## config.mk

```make
export PLATFORM = sky130hd
export DESIGN_NAME = smlr_queue
export DESIGN_NICKNAME = d
export VERILOG_FILES = /design/src/smlr_pkg.sv /design/src/smlr_queue.sv
export SDC_FILE = /design/constraint.sdc
export NUM_CORES = 1
export LEC_CHECK = 0
export BUFFER_PORTS_ARGS = -buffer_cell sky130_fd_sc_hd__buf_4
export CORE_ASPECT_RATIO = 1.1
export CORE_UTILIZATION = 40
export DETAILED_ROUTE_END_ITERATION = 8
export SYNTH_ARGS = -nofsm -noshare
export SYNTH_HDL_FRONTEND = slang
export SYNTH_SLANG_ARGS = --single-unit
```

## constraint.sdc

```tcl
create_clock -name clk -period 2.2 [get_ports clk]
set_input_delay 0.11 -clock clk [delete_from_list [all_inputs] [get_ports clk]]
set_output_delay 0.11 -clock clk [all_outputs]
set_load 0.01 [all_outputs]
```

## src/smlr_pkg.sv

```systemverilog
// Shared types and constants for the stereo mix linear resampler.
// Has no dependencies; every other source file imports it.
package smlr_pkg;

    // Fixed field widths of the sample stream.
    localparam int SAMPLE_BITS     = 16;
    localparam int FRAME_BITS      = 13;
    localparam int COUNT_BITS      = 14;
    localparam int STEP_BITS       = 20;
    localparam int SHIFT_BITS      = 3;
    localparam int MAX_RESULTS     = 64;
    localparam int RESULT_CNT_BITS = 7;

    // Configuration port layout.
    localparam int CFG_INDEX_BITS = 2;
    localparam int CFG_DATA_BITS  = 20;

    // Frame queue between the mixer and the interpolator.
    localparam int QUEUE_DEPTH    = 4;
    localparam int QUEUE_PTR_BITS = 2;
    localparam int QUEUE_CNT_BITS = 3;

    // Register values after reset.
    localparam logic [STEP_BITS-1:0]  PHASE_STEP_RESET  = 20'd15046;
    localparam logic [COUNT_BITS-1:0] OUT_FRAMES_RESET  = 14'd2230;
    localparam logic [SHIFT_BITS-1:0] MUSIC_SHIFT_RESET = 3'd2;

    typedef logic signed [SAMPLE_BITS-1:0] sample_t;

    typedef enum logic [CFG_INDEX_BITS-1:0] {
        CFG_PHASE_STEP  = 2'd0,
        CFG_OUT_FRAMES  = 2'd1,
        CFG_MUSIC_SHIFT = 2'd2
    } cfg_index_t;

    typedef struct packed {
        sample_t fx_left;
        sample_t fx_right;
        sample_t music_left;
        sample_t music_right;
        logic    block_last;
    } in_item_t;

    typedef struct packed {
        sample_t out_left;
        sample_t out_right;
        logic    run_end;
        logic    block_end;
    } out_item_t;

    // Mixed frame as it travels through the queue.
    typedef struct packed {
        sample_t mixed_left;
        sample_t mixed_right;
        logic    last;
    } frame_t;

    // Current register settings.
    typedef struct packed {
        logic [STEP_BITS-1:0]  phase_step;
        logic [COUNT_BITS-1:0] out_frames;
        logic [SHIFT_BITS-1:0] music_shift;
    } cfg_t;

endpackage

```

## src/smlr_queue.sv

```systemverilog
// Short frame queue that decouples the mixer from the interpolator.
// Depends on smlr_pkg.
module smlr_queue (
    input  logic             clk,
    input  logic             rst_n,
    input  logic             push,
    input  smlr_pkg::frame_t push_frame,
    output logic             full,
    input  logic             pop,
    output logic             head_valid,
    output smlr_pkg::frame_t head_frame
);
    import smlr_pkg::*;

    frame_t                    slot_reg [QUEUE_DEPTH];
    logic [QUEUE_PTR_BITS-1:0] wr_ptr_reg;
    logic [QUEUE_PTR_BITS-1:0] wr_ptr_next;
    logic [QUEUE_PTR_BITS-1:0] rd_ptr_reg;
    logic [QUEUE_PTR_BITS-1:0] rd_ptr_next;
    logic [QUEUE_CNT_BITS-1:0] count_reg;
    logic [QUEUE_CNT_BITS-1:0] count_next;

    assign full       = (count_reg == QUEUE_CNT_BITS'(QUEUE_DEPTH));
    assign head_valid = (count_reg != '0);
    assign head_frame = slot_reg[rd_ptr_reg];

    // Pointer and occupancy update.
    always_comb
    begin
        wr_ptr_next = push ? wr_ptr_reg + 1'b1 : wr_ptr_reg;
        rd_ptr_next = pop ? rd_ptr_reg + 1'b1 : rd_ptr_reg;
        count_next  = count_reg;
        if (push && !pop)
        begin
            count_next = count_reg + 1'b1;
        end
        else if (pop && !push)
        begin
            count_next = count_reg - 1'b1;
        end
    end

    always_ff @(posedge clk or negedge rst_n)
    begin
        if (!rst_n)
        begin
            wr_ptr_reg <= '0;
            rd_ptr_reg <= '0;
            count_reg  <= '0;
        end
        else
        begin
            wr_ptr_reg <= wr_ptr_next;
            rd_ptr_reg <= rd_ptr_next;
            count_reg  <= count_next;
        end
    end

    // Frame storage carries no reset.
    always_ff @(posedge clk)
    begin
        if (push)
        begin
            slot_reg[wr_ptr_reg] <= push_frame;
        end
    end

endmodule

```

# After elaboration in Yosys (flattened, before gate mapping)
# Memory sizes are Yosys's and may differ from the RTL's.
# Cells that the tools add are included.
dict set report classes {
  add_sub_neg 4
  mul 0
  div_mod_pow 0
  magnitude_cmp 0
  eq_ne 1
  shifts 0
  muxes 4
  bitwise_logic 0
  n_reduce_logical 6
}
# cell count
set op_table {}
lappend op_table {{2-to-1 mux 3 bit} 2}
lappend op_table {{adder 2 x 1 -> 2 bit, second input constant} 2}
lappend op_table {{adder 3 x 1 -> 3 bit, second input constant} 1}
lappend op_table {{== test 3 bit, second input constant} 1}
lappend op_table {{nonzero test 3 bit} 1}
lappend op_table {{subtractor 3 x 1 -> 3 bit, second input constant} 1}
lappend op_table {{logical AND 1 bit} 2}
lappend op_table {{logical NOT 1 bit} 2}
lappend op_table {{2-to-1 mux 1 bit} 2}
lappend op_table {{nonzero test 2 bit} 1}
dict set report totals {
  register_bits 7
  latch_bits 0
  ramBits 132
  rom_bits 0
  in_bits 37
  out_inout_bits 35
  word_cells 19
  mem_count 1
}
# name words width rd rd_ports_with_merged_regs wr line
set memory_table {}
lappend memory_table {slot_reg 4 33 1 0 1 smlr_queue.sv:15} ;# frame_t slot_reg [QUEUE_DEPTH];

# Longest topological paths before layout
dict set report depth {
  depth_word 4
  mapped_depth 7
  depth_no_buf 7
}

# Worst setup path after synthesis
# No wires, ideal clock.
dict set report synth_path {
  kind {reg-to-reg}
  start {reg wr_ptr_reg[0]}
  end {mem slot_reg[2][0] in the netlist's numbering, enable pin}
  setup_ns 0.393
  arrival_ns 1.432
  required_ns 1.807
  slack_ns 0.374
  path_stages_with_launch 4
  n_path_buf 0
  synth_period_minus_slack_ns 1.826
  path_cell_list {dfrtp_1 inv_1 ha_1 and2_1}
}
# element line
set synth_rtl {}
lappend synth_rtl {{start, declared} smlr_queue.sv:16} ;# logic [QUEUE_PTR_BITS-1:0] wr_ptr_reg;
lappend synth_rtl {{start signal, assigned} smlr_queue.sv:53} ;# wr_ptr_reg <= wr_ptr_next;
lappend synth_rtl {{end, declared} smlr_queue.sv:15}
# No word-level cell before the write port.

==> metrics.csv <==
metric,value,unit
TritonCTS clock tree,yes,
worst hold path class,in -> async,
fmax,0.475,GHz
Synth top area share,0.761,
Die Y,122,um
clock tree buffer depth,2,
Yosys top cell by area,edfxtp_1,
# Max-Cap Violations,0,
I/O pin count,72,
max_slew headroom,0.728,
Setup CP Type,reg -> out,
final wirelength,8.85,mm
Post-CTS Setup Inserts,0,
Final setup viols,0,
syn nets,250,
WHS,0.0490,ns
max-slew violation count,0,
Initial Util,0.412,
Placement Cell Area,5980,sq um
Iteration-0 DRC Markers,148,
via count of the routed design,2480,
PnR Total Power,9010,uW
Worst path max stage delay,0.58,ns
PwrDens,1300,nW/um^2
# DRC,0,
fin worst setup slack,0.0945,ns
ANT nets after route,0,
grt total ovfl,0,
GRT Total Usage,0.144,
Setup crit end,head_frame[11],
Mapped Cells,207,
Layout fillers,991,
Syn Area/Cell,25.2,sq um
clk root buf,clkbuf_16,
period utilization,0.957,
Critical Path End Type,output port,
R2R Path Start,wr_ptr_reg[0],
Worst Tran Pin Value,0.408,ns
WL/cell,17.6,um
clock sinks,139,
Final HPWL DP,5.19,mm
Clock Latency Late Sink,0.40,ns
worst reg2reg path endpoint,slot_reg[0][24],
Final nets,375,
Ant. Diodes,0,
crit path launch type,flop,
ranking of synthesized cells by area,"edfxtp_1, mux4_2, dfrtp_1, mux4_1, ha_1",
RSZ-0062 raised after global routing,no,
layout cell share with drive strength beyond 1,0.400,
Crit. Startpoint,rd_ptr_reg[0],
slowest CP cell,mux4_2,
fin crit period,2.11,ns
Yosys cell types,19,
Die Outline Area,13500,sq um
row count,43,
cells on worst reg2reg path,4,
number of H-tree levels,4,
"Seq/Total Area, Yosys",0.795,
Worst EP required,2.09,ns
worst-path cell chain,buf_12 -> mux4_2 -> buf_4,
"Hold Violations, Final",0,
"CTS clk-pin slew, worst paths",0.06,ns
fin area,6910,sq um
count of input and output buffers,71,
Layout area overhead,32.6,%
global-route wire length before repair,14.1,mm
pre-CTS setup slack,0.514,ns
Leak,0.00247,uW
Levels on crit path,3,
number of flip-flops in the largest register,132,
routability cong.,0.651,
vias in the first global route,2663,
Synth Cell Area,5210,sq um
routed vias/inst,4.94,
CTS Buf Count,17,
Worst VDD drop,0.586,mV
CP Buf/Inv Count,2,
largest net degree at the start of global routing,34,
slack of the worst reg-to-reg path,0.60,ns
async set-reset flop share out of synthesis,0.0504,
Pre-antenna DRT Iters,4,
Clock Skews,0.00675,ns
initial antenna violation count,0,
setup TNS,0,ns
Syn. warnings,0,
post-synthesis register bit count,139,
total core area,12600,sq um
CP Max Fanout,27,
Critical Path AT,2.00,ns
"EDFF count, synth",132,
Most used DFF post-synth,edfxtp_1,
Die X,111,um
status,"finished, final reports clean",
top cell family by delay on the critical path,multiplexers,
[synth_stat cells, types with 2 or more instances]
cell type    n
nand2_1      2
and2_1       4
buf_2        4
dfrtp_1      7
buf_12       3
edfxtp_1   132
xor2_1       4
ha_1         5
xnor2_1      2
inv_1        4
mux4_1       5
mux4_2      28
[stage by stage]
stage | instances | util
after floorplan | 207 | -
after global placement | 434 | 0.473
after detailed placement | 434 | 0.473
after CTS | 502 | 0.546
after global routing | 502 | 0.546
final | 502 | 0.546
[worst register-to-register path: stages, from the launching register on]
cell and delay [ns]:
dfrtp_1 0.42, inv_1 0.10, ha_1 0.14, and2_2 0.40, buf_4 0.25
[timing repair]
item	in CTS	in global routing
hold endpoints to repair	143	0
hold buffers	36	0
resized for setup	0	0
[placed cells by master (no fill, tap or decap), types with 4 or more instances in the layout]
cell type | synthesis | final
dlygate4sd3_1 | 0 | 36
clkbuf_16 | 0 | 17
clkinv_2 | 0 | 5
mux4_1 | 5 | 5
clkbuf_1 | 0 | 4
inv_1 | 4 | 4
buf_4 | 0 | 72
xor2_1 | 4 | 4
mux4_2 | 28 | 28
ha_1 | 5 | 5
and2_2 | 0 | 4
dfrtp_1 | 7 | 5
edfxtp_1 | 132 | 132
buf_12 | 3 | 6
[metal layers]
layer / wire length (um) / global-route usage / up-vias
met5: 0 / 0 / -
met4: 87 / 0.0575 / 0
met3: 418 / 0.0483 / 7
met2: 4430 / 0.223 / 72
met1: 3910 / 0.189 / 1279
li1: - / - / 1122
[worst min-delay path by stage]
| stage | startpoint | to | slack [ns] |
|---|---|---|---|
| floorplan | rst_n | count_reg[0] | -0.19 |
| global placement | rst_n | count_reg[2] | -0.07 |
| detailed placement | rst_n | count_reg[2] | -0.07 |
| CTS | rst_n | wr_ptr_reg[1] | 0.03 |
| global route | rst_n | count_reg[0] | 0.06 |
| finish | rst_n | count_reg[0] | 0.05 |
[final cells by class]
cell class / instances / area, sq um / share of cell area
flip-flops and latches: 139 / 4140 / 0.599
repair buffers: 114 / 1020 / 0.148
multi-input cells: 56 / 968 / 0.140
clock buffers: 21 / 440 / 0.0637
well taps: 157 / 196 / 0.0284
clock inverters: 11 / 126 / 0.0183
inverters: 4 / 15.0 / 0.00217
[cell families (layout without fill, tap and decap cells)]
group                      count (synthesis)  in the layout  share of synthesized area
AOI/OAI and AO/OA                          1              1                   0.000960
xor gates and xnor gates                   6              6                     0.0101
adders and majority gates                  6              6                     0.0159
buffers and inverters                     12            150                     0.0204
DFF                                      139            139                      0.795
muxes                                     34             34                      0.148
and+or+nand+nor                            9              9                    0.00961
[power by group]
group,internal (uW),switching [uW]
clock network,1760,949
registers,3480,209
logic,1420,1200
No activity file was read; power rests on OpenSTA's default activity.
