### src/smlr_pkg.sv
// Shared types and constants for the stereo mix linear resampler.
// Has no dependencies; every other source file imports it.
package smlr_pkg;

    // Fixed field widths of the sample stream.
    localparam int SAMPLE_BITS     = 16;
    localparam int FRAME_BITS      = 13;
    localparam int COUNT_BITS      = 14;
    localparam int STEP_BITS       = 20;
    localparam int SHIFT_BITS      = 3;
    localparam int MAX_RESULTS     = 64;
    localparam int RESULT_CNT_BITS = 7;

    // Configuration port layout.
    localparam int CFG_INDEX_BITS = 2;
    localparam int CFG_DATA_BITS  = 20;

    // Frame queue between the mixer and the interpolator.
    localparam int QUEUE_DEPTH    = 4;
    localparam int QUEUE_PTR_BITS = 2;
    localparam int QUEUE_CNT_BITS = 3;

    // Register values after reset.
    localparam logic [STEP_BITS-1:0]  PHASE_STEP_RESET  = 20'd15046;
    localparam logic [COUNT_BITS-1:0] OUT_FRAMES_RESET  = 14'd2230;
    localparam logic [SHIFT_BITS-1:0] MUSIC_SHIFT_RESET = 3'd2;

    typedef logic signed [SAMPLE_BITS-1:0] sample_t;

    typedef enum logic [CFG_INDEX_BITS-1:0] {
        CFG_PHASE_STEP  = 2'd0,
        CFG_OUT_FRAMES  = 2'd1,
        CFG_MUSIC_SHIFT = 2'd2
    } cfg_index_t;

    typedef struct packed {
        sample_t fx_left;
        sample_t fx_right;
        sample_t music_left;
        sample_t music_right;
        logic    block_last;
    } in_item_t;

    typedef struct packed {
        sample_t out_left;
        sample_t out_right;
        logic    run_end;
        logic    block_end;
    } out_item_t;

    // Mixed frame as it travels through the queue.
    typedef struct packed {
        sample_t mixed_left;
        sample_t mixed_right;
        logic    last;
    } frame_t;

    // Current register settings.
    typedef struct packed {
        logic [STEP_BITS-1:0]  phase_step;
        logic [COUNT_BITS-1:0] out_frames;
        logic [SHIFT_BITS-1:0] music_shift;
    } cfg_t;

endpackage

### src/smlr_front.sv
// Front end: mixes music into effects with saturation and pushes the frame.
// Depends on smlr_pkg.
module smlr_front (
    input  logic                         in_valid,
    output logic                         in_ready,
    input  smlr_pkg::in_item_t           in_data,
    input  logic [smlr_pkg::SHIFT_BITS-1:0] music_shift,
    input  logic                         queue_full,
    output logic                         push,
    output smlr_pkg::frame_t             push_frame
);
    import smlr_pkg::*;

    localparam int MIX_BITS = SAMPLE_BITS + 9;
    localparam logic signed [MIX_BITS-1:0] SAT_HI = MIX_BITS'((1 << (SAMPLE_BITS - 1)) - 1);
    localparam logic signed [MIX_BITS-1:0] SAT_LO = -SAT_HI - MIX_BITS'(1);

    // Shift the music sample, add the effect and clamp to the sample range.
    function automatic sample_t mix(input sample_t fx, input sample_t mu,
                                    input logic [SHIFT_BITS-1:0] shift);
        logic signed [MIX_BITS-1:0] sum;
        sum = MIX_BITS'(fx) + (MIX_BITS'(mu) <<< shift);
        if (sum > SAT_HI)
        begin
            return SAT_HI[SAMPLE_BITS-1:0];
        end
        else if (sum < SAT_LO)
        begin
            return SAT_LO[SAMPLE_BITS-1:0];
        end
        return sum[SAMPLE_BITS-1:0];
    endfunction

    // A transfer completes whenever the queue has room.
    assign in_ready = !queue_full;
    assign push     = in_valid && !queue_full;

    always_comb
    begin
        push_frame.mixed_left  = mix(in_data.fx_left, in_data.music_left, music_shift);
        push_frame.mixed_right = mix(in_data.fx_right, in_data.music_right, music_shift);
        push_frame.last        = in_data.block_last;
    end

endmodule

### config.mk
export PLATFORM = sky130hd
export DESIGN_NAME = smlr_front
export DESIGN_NICKNAME = d
export VERILOG_FILES = /design/src/smlr_pkg.sv /design/src/smlr_front.sv
export SDC_FILE = /design/constraint.sdc
export NUM_CORES = 1
export LEC_CHECK = 0
export ABC_AREA = 1
export BUFFER_PORTS_ARGS = -buffer_cell sky130_fd_sc_hd__buf_4
export CAP_MARGIN = 40
export CORE_MARGIN = 2
export CORE_UTILIZATION = 58
export DETAILED_ROUTE_END_ITERATION = 10
export PLACE_DENSITY = 0.85
export SETUP_SLACK_MARGIN = 0.02
export SLEW_MARGIN = 20
export SYNTH_ARGS = -nofsm -noshare
export SYNTH_HDL_FRONTEND = slang
export SYNTH_SLANG_ARGS = --single-unit
### constraint.sdc
create_clock -name vclk -period 3.3
set_input_delay 0.33 -clock vclk [all_inputs]
set_output_delay 0.33 -clock vclk [all_outputs]
set_load 0.02 [all_outputs]
==> results.ini, run 1 <==
[placed_design]
place_congestion = 0.988
portBuffers = 103
dp_slack_ns = -0.300
dp_cells = 1250
hpwl_um = 13100

[logic_synthesis]
yosys.area.top_type = nand2_1
yosys-top-cells-count = nand2_1, inv_1, o21ai_0
yosysSeqAreaShare_pct = 0
ys_types = 32
synth_top_area_share_pct = 34.0
netlist_instances = 965
syn-cell-area_sq_um = 4670
synth_warnings = 0
syn_area_per_cell_sq_um = 4.84
synth_fp_nets = 1083
yosys.cell_count.top_type = nand2_1
netlist_top_cells_area = nand2_1, ha_1, inv_1, o21ai_0, nand3_1

[die]
die_y_um = 93.8
initial_core_util_pct = 60.2
rows = 32
io_pins = 105
die_w_um = 93.8

[sta]
postGrtWorstEndpoint = push_frame[8]
worst_endpoint_kind = output port

[status]
tool.error = [ERROR DPL-0038] Utilization greater than 100%, impossible to legalize
haltStage = global routing (5_1_grt)
status = stopped before the end

[global_route]
grt_max_degree = 31

## logic make-up after synthesis
family | synth area share [%]
adders and majority gates | 13.2
and+or+nand+nor | 52.6
xor gates and xnor gates | 4.68
buffers and inverters | 14.4
AOI/OAI and AO/OA | 13.0
muxes | 2.14
## per-stage QoR
| step | utilization (%) | area, sq um | TNS [ns] |
|---|---|---|---|
| 2_1_floorplan | - | 4670 | 0 |
| 3_3_place_gp | 81.0 | 6290 | -5.85 |
| 3_5_place_dp | 81.0 | 6290 | -8.30 |
| 4_1_cts | 91.9 | 7140 | -1.88 |
## timing repair
item                                    CTS
hold buffers                              0
pin swaps                               104
resized for setup                       237
endpoints found under the setup margin   30
cloned                                    5
buffers inserted                         25
==> run 2: changes to the inputs <==
--- a/config.mk
+++ b/config.mk
@@ -9,10 +9,9 @@
 export BUFFER_PORTS_ARGS = -buffer_cell sky130_fd_sc_hd__buf_4
 export CAP_MARGIN = 40
 export CORE_MARGIN = 2
-export CORE_UTILIZATION = 58
+export CORE_UTILIZATION = 40
 export DETAILED_ROUTE_END_ITERATION = 10
-export PLACE_DENSITY = 0.85
-export SETUP_SLACK_MARGIN = 0.02
+export PLACE_DENSITY_LB_ADDON = 0.15
 export SLEW_MARGIN = 20
 export SYNTH_ARGS = -nofsm -noshare
 export SYNTH_HDL_FRONTEND = slang
==> results.ini, run 2 <==
[die]
die_w_um = 112  ; +20%
initial_core_util_pct = 40.9  ; -19 points
io_pins = 105  ; unchanged
rows = 39  ; +22%
die_area_sq_um = 12600
die_y_um = 112  ; +20%
coreArea_sq_um = 11400

[sta]
whs_ns = 0.660
hold_viol_final = 0
rsz0062_at_grt = true
fin_crit_ns = 3.67
setup_ws_ns = -0.368
slew_viol_final = 0
finalSetupTns_ns = -8.29
post-route-period-util_pct = 111
relSlewSlack_pct = 74.7
fmax_ghz = 0.273
final-setup-viol-count = 30
tightest_slew_ns = 0.375

[worst_setup_path]
cp-end-kind = primary output
critical_path_buf_inv_count = 7
worstPathCellList = buf_12 -> inv_8 -> buf_12 -> buf_4 -> nand2_1 -> o21ai_2 -> o21ai_1 -> buf_4 -> nand2_1 -> nand2_1 -> ha_1 -> a21oi_1 -> o21ai_0 -> a21oi_2 -> nand3_1 -> nand2_1 -> nand2_2 -> buf_4 -> nor2_4 -> nand3_4 -> nand2_8 -> nand2_1 -> nand2_2 -> buf_6
required_ns = 2.97
slowest_stage = ha_1
max_stage_delay_ns = 0.35
cp.arrival_ns = 3.34
path_common_cell = nand2_1
cpLargestDelayFamily = simple AND/OR/NAND/NOR gates
critPathKind = input port to primary output
cp_max_fo = 8
cp-start-kind = input port

[logic_synthesis]
yosys.cell_count.top_type = nand2_1
ys_types = 32  ; unchanged
yosys-top-cells-count = nand2_1, inv_1, o21ai_0
yosys.area.top_type = nand2_1
synth_top_area_share_pct = 34.0  ; unchanged
synth_fp_nets = 1083  ; unchanged
synth_warnings = 0  ; unchanged
syn_area_per_cell_sq_um = 4.84  ; unchanged
yosysSeqAreaShare_pct = 0  ; unchanged
syn-cell-area_sq_um = 4670  ; unchanged
netlist_instances = 965  ; unchanged
netlist_top_cells_area = nand2_1, ha_1, inv_1, o21ai_0, nand3_1

[detailed_routing]
drt-total-wl_um = 19700
vias = 7044
drtIter0Drc = 519
ant_nets = 0
drc_errors = 0
drt_first_pass_iters = 5
post_drt_wl_per_cell_um = 14.6
vias_per_cell = 5.21

[layout]
final_cell_mix = nand2_1, buf_4, inv_1, nand2_2, nand3_1
multi_input_area_sq_um = 5180
drive_gt1_share_pct = 45.0
clock_buffers = 0
flops_and_latches = 0
regArea_sq_um = 0
antennaDiodeCount = 0
final_common_cell = nand2_1
n_fill_cell = 877
num-nets-final = 1330
final_cell_area_sq_um = 8360
synthToLayoutAreaGrowth_pct = 78.9

[global_route]
grt_pass1_vias = 6295
grtUsageTotal_pct = 26.6
grt_max_degree = 31
grt_first_pass_wirelength_um = 28700
grt_antenna_before_repair = 0
grt_remaining_overflow = 0

[power]
leakagePower_nw = 4.48
ir_drop_v = 0.000232
power_density_nw_per_um2 = 299

[min_path]
hold_path_class = input port to primary output

[placed_design]
portBuffers = 103  ; unchanged
hpwl_um = 13100  ; about the same
place_congestion = 0.901  ; -8.9%
place_area_sq_um = 6520  ; +3.6%
dp_slack_ns = -0.318  ; -0.0181 ns

[status]
failed_checks = setup timing
status = finished with violations

[clocking]
holdBufCountCts = 0  ; unchanged

[run]
drv_cap = 0

[run 2: cell counts after synthesis]
No cell type changed its count.
[run 2: layout make-up]
class	count	area share, %
Inverter	146	6.67
Multi-Input combinational cell	796	62.0
Tap cell	143	2.14
Timing Repair Buffer	268	29.2
[run 2: repair_timing]
item	4_1_cts	5_1_grt
pin swaps	42	76
resized for setup	205	212
setup buffers	23	13
gates cloned	9	2
endpoints found under the setup margin	30	32
[run 2: logic make-up after synthesis]
group / after synthesis / share of synthesized area [%]
compound gates: 118 / 13.0
xor+xnor: 25 / 4.68
fa+ha+maj: 48 / 13.2
buf+inv: 171 / 14.4
mux: 10 / 2.14
simple gates: 593 / 52.6
[run 2: path summary, 6_finish.rpt]
path | from | endpoint | cells past startpoint
max | music_shift[0] | push_frame[2] | 24
min | in_data[0] | push_frame[0] | 0
[run 2: layer usage]
layer	global-route usage, %	part of all wire (%)	vias to the layer above
met4	4.39	2.4	0
li1	-	-	3523
met2	44.1	47	308
met1	38.8	43	3170
met5	0	0	-
met3	1.40	7.2	43
[run 2: metrics by stage]
stage	power, mW	util [%]	std cells
after floorplan	1.08	-	965
after global placement	1.78	57.1	1308
after detailed placement	1.78	57.1	1308
after CTS	2.11	65.4	1340
after global routing	2.69	73.2	1353
final	2.50	73.2	1353
[run 2: power breakdown]
group	switching, mW	internal (mW)	total (mW)
sequential	0	0	0
combinational	1.36	1.14	2.50
clock	0	0	0
No activity file was read; power rests on OpenSTA's default activity.
==> run 3: changes to the inputs <==
--- a/config.mk
+++ b/config.mk
@@ -8,6 +8,7 @@
 export ABC_AREA = 1
 export BUFFER_PORTS_ARGS = -buffer_cell sky130_fd_sc_hd__buf_4
 export CAP_MARGIN = 40
+export CORE_ASPECT_RATIO = 0.6
 export CORE_MARGIN = 2
 export CORE_UTILIZATION = 40
 export DETAILED_ROUTE_END_ITERATION = 10
==> results.ini, run 3 (synthesis gave the netlist of run 2 again) <==
[status]
status = finished with violations
failed_checks = setup timing

[worst_setup_path]
path_common_cell = nand2_1
cp-end-kind = primary output
cp_max_fo = 7  ; -1
critical_path_buf_inv_count = 6  ; -1
critPathKind = input port to primary output
required_ns = 2.97  ; about the same
max_stage_delay_ns = 0.33  ; -0.02 ns
cpLargestDelayFamily = simple AND/OR/NAND/NOR gates
cp-start-kind = input port
cp.arrival_ns = 3.27  ; -0.07 ns
slowest_stage = ha_1

[power]
ir_drop_v = 0.000176  ; -24%
power_density_nw_per_um2 = 305  ; +2.0%
leakagePower_nw = 4.30  ; -3.9%
total_power_mw = 2.36  ; -5.6%

[layout]
clock_buffers = 0  ; unchanged
n_fill_cell = 1060  ; +21%
final_common_cell = nand2_1
antennaDiodeCount = 0  ; unchanged
final_cell_mix = nand2_1, buf_4, inv_1, nand2_2, nand3_1
flops_and_latches = 0  ; unchanged
fin_cells = 1368  ; +1.1%
num-nets-final = 1328  ; -0.15%
regArea_sq_um = 0  ; unchanged
final_util_pct = 68.3  ; -5.0 points
multi_input_area_sq_um = 4690  ; -9.6%
synthToLayoutAreaGrowth_pct = 65.6
drive_gt1_share_pct = 37.7  ; -7.2 points

[detailed_routing]
post_drt_wl_per_cell_um = 14.5  ; -0.83%
drt_first_pass_iters = 5  ; unchanged
ant_nets = 0  ; unchanged
vias_per_cell = 5.04  ; -3.1%
drc_errors = 0  ; unchanged
drt-total-wl_um = 19800  ; +0.27%
drtIter0Drc = 622  ; +20%
vias = 6901  ; -2.0%

[min_path]
hold_path_class = input port to primary output
min-delay-start = in_data[0]
whs_endpoint = push_frame[0]
hold_depth = 0  ; unchanged

[sta]
rsz0062_at_grt = true
final-setup-viol-count = 30  ; unchanged
fmax_ghz = 0.278  ; +2.0%
hold_viol_final = 0  ; unchanged
setup_ws_ns = -0.296  ; +0.0719 ns
slew_viol_final = 0  ; unchanged
tightest_slew_ns = 0.321  ; -0.0547 ns
post-route-period-util_pct = 109  ; -2.2 points
relSlewSlack_pct = 78.5  ; +3.8 points
fin_crit_ns = 3.60  ; -0.0719 ns

[die]
coreArea_sq_um = 11300  ; -0.72%
die_w_um = 144  ; +28%
initial_core_util_pct = 41.2  ; +0.30 points
rows = 30  ; -23%
die_area_sq_um = 12600  ; +0.23%
die_y_um = 87.7  ; -22%
io_pins = 105  ; unchanged

[clocking]
holdBufCountCts = 0  ; unchanged

[run]
drv_cap = 0  ; unchanged

[placed_design]
place_congestion = 0.979  ; +8.7%
portBuffers = 103  ; unchanged
hpwl_um = 14600  ; +11%
dp_cells = 1335  ; +2.1%

[global_route]
grt_first_pass_wirelength_um = 27600  ; -4.0%
grt_pass1_vias = 5426  ; -14%
grtUsageTotal_pct = 27.1  ; +0.44 points
grt_max_degree = 33  ; +6.5%
grt_antenna_before_repair = 0  ; unchanged
grt_remaining_overflow = 0  ; unchanged

run 3: changes by cell type in the layout (fill, tap and decap cells not counted), moves of 6 or more:
cell     delta
nand2_1    +39
nand2_2    -28
ha_1       +17
ha_4       -15
nand2_4     -9
inv_1       +8
inv_2       -8
nand3_1     +8
nand3_2     -8
o21ai_0     +6
o21ai_2     -6
run 3: repair_timing:
item | CTS | global route
pin swaps | 2 | 73
gates cloned | 2 | 7
endpoints found under the setup margin | 31 | 32
setup buffers | 0 | 24
gates resized for setup | 43 | 240
run 3: worst max-delay path by stage:
| stage | startpoint | endpoint | slack, ns | depth (start not counted) |
|---|---|---|---|---|
| CTS | music_shift[0] | push_frame[11] | -0.25 | 22 |
| detailed placement | music_shift[0] | push_frame[28] | -0.38 | 26 |
| floorplan | music_shift[1] | push_frame[22] | 0.1 | 20 |
| global placement | music_shift[0] | push_frame[26] | -0.37 | 24 |
| global route | music_shift[0] | push_frame[1] | -0.47 | 25 |
| finish | music_shift[0] | push_frame[30] | -0.30 | 26 |
run 3: cell type report:
cell class	instances	area share (%)
inverters	146	7.21
multi-input cells	797	60.6
well taps	160	2.59
repair buffers	265	29.6
run 3: power by group:
part,internal [mW],switching (mW)
Sequential,0,0
Clock,0,0
Combinational,1.04,1.32
Total,1.04,1.32
run 3: per-layer routing:
metal / up-vias / GRT usage (%) / share of wire [%] / wire [um]
li1: 3546 / - / - / -
met3: 6 / 4.26 / 12 / 2380
met5: - / 0 / 0 / 0
met1: 3000 / 48.3 / 51 / 10200
met4: 0 / 0.357 / 0.26 / 51
met2: 349 / 32.8 / 36 / 7160
run 3: metrics by stage:
step	setup WS [ns]	area (sq um)	hold slack, ns	TNS, ns
final	-0.296	7740	0.660	-8.16
after global placement	-0.370	6590	0.660	-9.93
after global routing	-0.469	7740	0.660	-12.70
after detailed placement	-0.376	6590	0.660	-10.64
after floorplan	0.0987	4670	0.737	0
after CTS	-0.246	6680	0.660	-6.00
==> run 4: changes to the inputs <==
--- a/config.mk
+++ b/config.mk
@@ -8,9 +8,11 @@
 export ABC_AREA = 1
 export BUFFER_PORTS_ARGS = -buffer_cell sky130_fd_sc_hd__buf_4
 export CAP_MARGIN = 40
+export CELL_PAD_IN_SITES_DETAIL_PLACEMENT = 1
+export CELL_PAD_IN_SITES_GLOBAL_PLACEMENT = 1
 export CORE_ASPECT_RATIO = 0.6
 export CORE_MARGIN = 2
-export CORE_UTILIZATION = 40
+export CORE_UTILIZATION = 37
 export DETAILED_ROUTE_END_ITERATION = 10
 export PLACE_DENSITY_LB_ADDON = 0.15
 export SLEW_MARGIN = 20
==> results.ini, run 4 <==
[status]
haltStage = global routing (5_1_grt)
status = stopped before the end
tool.error = [ERROR GRT-0232] Routing congestion too high. Check the congestion heatmap in the GUI.

[global_route]
grtUsageTotal_pct = 90.1
grt_max_degree = 33
grt_remaining_overflow = 389

[sta]
postGrtWorstEndpoint = push_frame[31]
worst_endpoint_kind = output port

[logic_synthesis]
ys_types = 32  ; unchanged
yosys.cell_count.top_type = nand2_1
netlist_top_cells_area = nand2_1, ha_1, inv_1, o21ai_0, nand3_1
synth_warnings = 0  ; unchanged
syn_area_per_cell_sq_um = 4.84  ; unchanged
yosysSeqAreaShare_pct = 0  ; unchanged
synth_fp_nets = 1083  ; unchanged
netlist_instances = 965  ; unchanged
yosys.area.top_type = nand2_1
yosys-top-cells-count = nand2_1, inv_1, o21ai_0
synth_top_area_share_pct = 34.0  ; unchanged
syn-cell-area_sq_um = 4670  ; unchanged

[placed_design]
dp_slack_ns = -0.576  ; -0.200 ns
portBuffers = 103  ; unchanged
dp_cells = 1353  ; +1.3%
hpwl_um = 18900  ; +30%
place_congestion = 0.947  ; -3.3%

[die]
die_w_um = 149  ; +3.9%
io_pins = 105  ; unchanged
rows = 31  ; +3.3%
die_y_um = 91.1  ; +3.8%
initial_core_util_pct = 38.4  ; -2.9 points

[clocking]
holdBufCountCts = 0  ; unchanged

run 4: through the flow:
step / util, % / area (sq um) / setup TNS (ns)
after global placement: 55.0 / 6690 / -9.77
after CTS: 58.4 / 7110 / -8.83
after detailed placement: 55.0 / 6690 / -15.82
after floorplan: - / 4670 / 0
run 4: what timing repair did:
| action | in CTS |
|---|---|
| pin swaps | 26 |
| buffers inserted | 15 |
| setup endpoints to repair | 32 |
| cloned | 3 |
| resized for setup | 96 |
run 4: routing by layer:
metal / global-route usage, % / GRT overflow
met5: 36.5 / 0
met4: 99.0 / 129
met3: 77.3 / 9
met2: 105 / 243
met1: 86.8 / 8
run 4: kinds of logic after synthesis:
group / count (synthesis) / synth area share (%)
AOI/OAI and AO/OA: 118 / 13.0
xor gates and xnor gates: 25 / 4.68
adders and majority gates: 48 / 13.2
buffers and inverters: 171 / 14.4
muxes: 10 / 2.14
and+or+nand+nor: 593 / 52.6
